<file path="config.mk">
export PLATFORM = sky130hd
export DESIGN_NAME = hmmu_ram
export DESIGN_NICKNAME = d
export VERILOG_FILES = /design/src/rtl/hmmu_ram.sv
export SDC_FILE = /design/constraint.sdc
export NUM_CORES = 2
export LEC_CHECK = 0
export BUFFER_PORTS_ARGS = -buffer_cell sky130_fd_sc_hd__buf_2
export CAP_MARGIN = 40
export CORE_AREA = 3 3 385 425
export DETAILED_ROUTE_END_ITERATION = 8
export DIE_AREA = 0 0 388 428
export GPL_ROUTABILITY_DRIVEN = 0
export HOLD_SLACK_MARGIN = 0.03
export SYNTH_ARGS = -nofsm -noshare
export SYNTH_HDL_FRONTEND = slang
export SYNTH_SLANG_ARGS = --single-unit
export TNS_END_PERCENT = 30
</file>
<file path="constraint.sdc">
create_clock -name clk_i -period 6.3 [get_ports clk_i]
set_input_delay 0.945 -clock clk_i [delete_from_list [all_inputs] [get_ports clk_i]]
set_output_delay 0.945 -clock clk_i [all_outputs]
set_load 0.05 [all_outputs]
</file>
<file path="src/rtl/hmmu_ram.sv">
// ----------------------------------------------------------------------------
// hmmu_ram
// Generic simple dual-port ram: one write port, one registered read port.
// ----------------------------------------------------------------------------
module hmmu_ram #(
  parameter int unsigned WIDTH = 8,
  parameter int unsigned DEPTH = 256
) (
  input  logic                     clk_i,
  input  logic                     we_i,
  input  logic [$clog2(DEPTH)-1:0] waddr_i,
  input  logic [WIDTH-1:0]         wdata_i,
  input  logic [$clog2(DEPTH)-1:0] raddr_i,
  output logic [WIDTH-1:0]         rdata_o
);

  logic [WIDTH-1:0] mem_q [DEPTH];
  logic [WIDTH-1:0] rdata_q;

  // write port
  always_ff @(posedge clk_i) begin
    if (we_i) begin
      mem_q[waddr_i] <= wdata_i;
    end
  end

  // registered read port
  always_ff @(posedge clk_i) begin
    rdata_q <= mem_q[raddr_i];
  end

  assign rdata_o = rdata_q;

endmodule

</file>
======== Word-level counts from Yosys, hierarchy flattened ========
Memory sizes are Yosys's and may differ from the RTL's. A register that Yosys moved wholly into a read port is not among the register bits.
Index checks and enable logic that the tools add are counted.
word-level totals
  register bits after elaboration ......... 0
  bits in writable memories ............... 2048
  bits of input ports ..................... 26
  output and inout port bits .............. 8
  memories kept ........................... 1
memories
  memory  depth  width  read ports  clocked after memory_dff  wr ports  RTL line  source
  mem_q   256    8      1           1                         1         17        logic [WIDTH-1:0] mem_q [DEPTH];
operators by class
  multiplexer cells ....................... 2
operators by type and width
  kind              count
  1-bit 2-to-1 mux  2

======== Depth between registers and ports, before layout ========
  depth in word-level cells ............... 2
  depth in mapped cells ................... 11
  depth with buffers taken out ............ 6

======== Worst setup path after synthesis ========
Ideal clock, no wire load.
  path type ............................... input to register
  start ................................... input raddr_i[0]
  end ..................................... register rdata_q[2], in the netlist rdata_o[2], read port of mem_q
  arrival time ............................ 2752 ps
  slack ................................... 3417 ps
  stages .................................. 9
  path buffers ............................ 4
  path through ............................ buf_6 -> buf_12 -> buf_8 -> buf_2 -> mux4_2 -> a22oi_1 -> a21oi_1 -> nor4_1 -> nor4_2
RTL lines
  element      RTL line  source
  from (decl)  13        input logic [$clog2(DEPTH)-1:0] raddr_i,
  to (decl)    18        logic [WIDTH-1:0] rdata_q;

==> impl_metrics.toml <==
[routing]
post_drt_wl_per_cell_um = 31.80
first_iter_violations = 4175
drc = 0
drt-total-wl_mm = 197.1
detail-route-antenna-nets = 0
via_per_inst = 6.208
first_pass_iters = 5
num_vias = 38485

[clock_tree]
h-tree-depth = 4
clock_sinks = 2056
path_clk_slew_ps = 60
cts_tree = "yes"
clock_latency_ps = 820
post_cts_resized = 0
cts_buffers = 202
hold_buffers = 0
clockRootBuffer = "clkbuf_16"
clockBufferDepth = 3
cts_setup_buffers = 0

[setup_path]
crit_slowest_cell = "nor3_1"
setup.worst_path.start_class = "input port"
ff2ff_setup_slack_ps = 3600
reg2reg_depth = 6
path_class = "in2reg"
required_ps = 6960
max_stage_delay_ps = 690
crit_path_end_kind = "flop"
crit_path_cell_trace = "buf_4 -> buf_4 -> buf_4 -> nor2_4 -> buf_4 -> a22o_1 -> a221oi_1 -> o32ai_1 -> nor3_1 -> nor4_1"
crit_top_cell = "buf_4"
cp.buffers_inverters = 4
cp_max_fo = 30
r2r-start = "mem_q[83][5]"
crit_family = "buffers and inverters"
cp.arrival_ps = 4360
r2r_end = "rdata_o[5]"

[grt]
grt_remaining_overflow = 0
antenna_found_initial = 16
grt_pass1_wl_mm = 285.7
grt_use_total = 0.2395
grt_max_degree = 161
grt_pass1_vias = 38906

[finish]
final_cell_mix = "2048 x edfxtp_1, 454 x mux4_2, 279 x nor2_1, 207 x clkbuf_16, 145 x buf_4"
final_area_mm2 = 0.08904
nets = 3941
fill_cells = 11850
syn2layout_area_growth_pct = 11.92
layout_commonest_cell = "edfxtp_1"
drive_gt1_frac = 0.2349

[logic_synthesis]
synthFlopType = "edfxtp_1"
synth_area_mm2 = 0.07956
syn_nets = 3759
synth_warnings = 0
synthesis.instances = 3733
ys_seq_elements = 2056
synthDistinctLibCells = 55
syn_avg_cell_area_um2 = 21.31
seq_area_frac_synth = 0.7750
synth_edf_count = 2048
ys_async_sr_fraction = 0
synth_area_leader_cell = "edfxtp_1"
synth_area_leaders = "edfxtp_1 77%, mux4_2 13%, mux2i_1 1.7%, nor2_1 1.3%, a22oi_1 1.3%"
synth_top_area_share = 0.7730

[timing]
worst_hold_slack_ps = 598.0
skew_ps = 24.51
layout_min_cycle_time_ps = 3704
slew_headroom = 0.2689
rsz0062_at_grt = "no"
final_max_slew_viol_count = 0
post-route-period-util = 0.5879
hold_violations = 0
worst_slack_ps = 2596
setup_tns_ps = 0
fmax_mhz = 270.0
worst_pin_slew_ps = 1097
setup_viol = 0

[floorplanning]
die_x_um = 388
ios = 34
start_util = 0.4980
row_count = 154
core_region_area_mm2 = 0.1597
die_h_um = 428
dieArea_mm2 = 0.1661

[flow_run]
maxCapViolations = 0

[hold_path]
min_path_type = "in2reg"
worstHoldPathCells = 1
hold_end = "mem_q[86][4]"
worstHoldStart = "wdata_i[4]"

[status]
status = "complete, no violations"

[pwr]
power_density_mw_per_mm2 = 312.8
leakagePower_nw = 27.49
max-vdd-ir-drop_v = 0.0002050

[place]
pre_cts_slack_ps = 1746
placedInstanceArea_mm2 = 0.08280
hpwlAfterDp_mm = 122.3
portBuffers = 33
[synthesized netlist by cell type, types with 3 or more instances]
library cell	n
o221ai_1	46
nor3_1	22
o22a_1	5
buf_2	31
or2_2	4
buf_12	8
nand3_1	34
clkbuf_1	111
mux2i_1	134
a22oi_1	133
mux4_2	454
nor2b_1	31
and2_1	6
buf_1	22
o211ai_1	10
nand2_1	33
a211oi_1	16
o22ai_1	28
dfxtp_1	8
buf_8	13
a22o_1	8
nand2b_1	8
a21oi_1	96
o21ai_0	10
buf_4	27
nand4_1	10
buf_6	21
a221oi_1	13
edfxtp_1	2048
nor4_1	24
nor2_1	282
o32ai_1	4
nor4_2	3
[worst reg2reg max path, cell delays in order (launching register included)]
cell	delay, ps
edfxtp_1	360
mux4_2	470
a22o_1	240
a221oi_1	380
o32ai_1	270
nor3_1	690
nor4_1	150
[how the worst max path moves through the flow]
stage / endpoint / slack (ps) / startpoint / cells after the start
2_1_floorplan: rdata_o[2] / 3420 / raddr_i[0] / 9
3_3_place_gp: rdata_o[0] / 1350 / raddr_i[0] / 8
3_5_place_dp: rdata_o[3] / 1750 / raddr_i[2] / 10
4_1_cts: rdata_o[3] / 2650 / raddr_i[2] / 10
5_1_grt: rdata_o[3] / 2440 / raddr_i[2] / 10
6_report: rdata_o[5] / 2600 / raddr_i[2] / 10
[kinds of logic after synthesis]
| family | Yosys count | synth area share |
|---|---|---|
| AO/OA/AOI/OAI | 385 | 0.03419 |
| buffers and inverters | 235 | 0.01831 |
| flip-flops | 2056 | 0.7750 |
| multiplexers | 591 | 0.1462 |
| AND/OR/NAND/NOR | 466 | 0.02628 |
[layer usage]
layer | global-route usage | wire length [um] | vias up
met5 | 0 | 0 | -
met4 | 0.07833 | 6348 | 0
met3 | 0.04261 | 14510 | 310
met2 | 0.3844 | 97090 | 1541
met1 | 0.3373 | 79180 | 20561
li1 | - | - | 16073
[power by group]
part / leakage (nW) / internal [W] / switching, W
sequential: 18.5 / 0.0151 / 0.0000310
clock: 3.01 / 0.00640 / 0.00495
combinational: 6.01 / 0.000472 / 0.000924
[sequential cells by signal, summed over array words and instances, names as in the netlist]
name     count
mem_q     2048
rdata_o      8
[layout make-up]
cell class / instances / area [um^2] / area share
Inverter: 2 / 7.507 / 0.00008431
Clock inverter: 107 / 764.5 / 0.008586
Timing Repair Buffer: 211 / 1994 / 0.02240
Antenna cell: 11 / 27.53 / 0.0003092
Multi-Input combinational cell: 1442 / 16540 / 0.1857
Sequential cell: 2056 / 61660 / 0.6925
Tap cell: 2106 / 2635 / 0.02959
Clock buffer: 264 / 5414 / 0.06080
[through the flow]
stage               total power [W]    util  std cells
floorplan                   0.01615       -       3733
global placement            0.01677  0.5137       5744
CTS                         0.02808  0.5571       6187
finish                      0.02785  0.5574       6199
detailed placement          0.01681  0.5184       5816
global route                0.02870  0.5572       6188
Note: power is estimated with default switching activity, not from simulation.
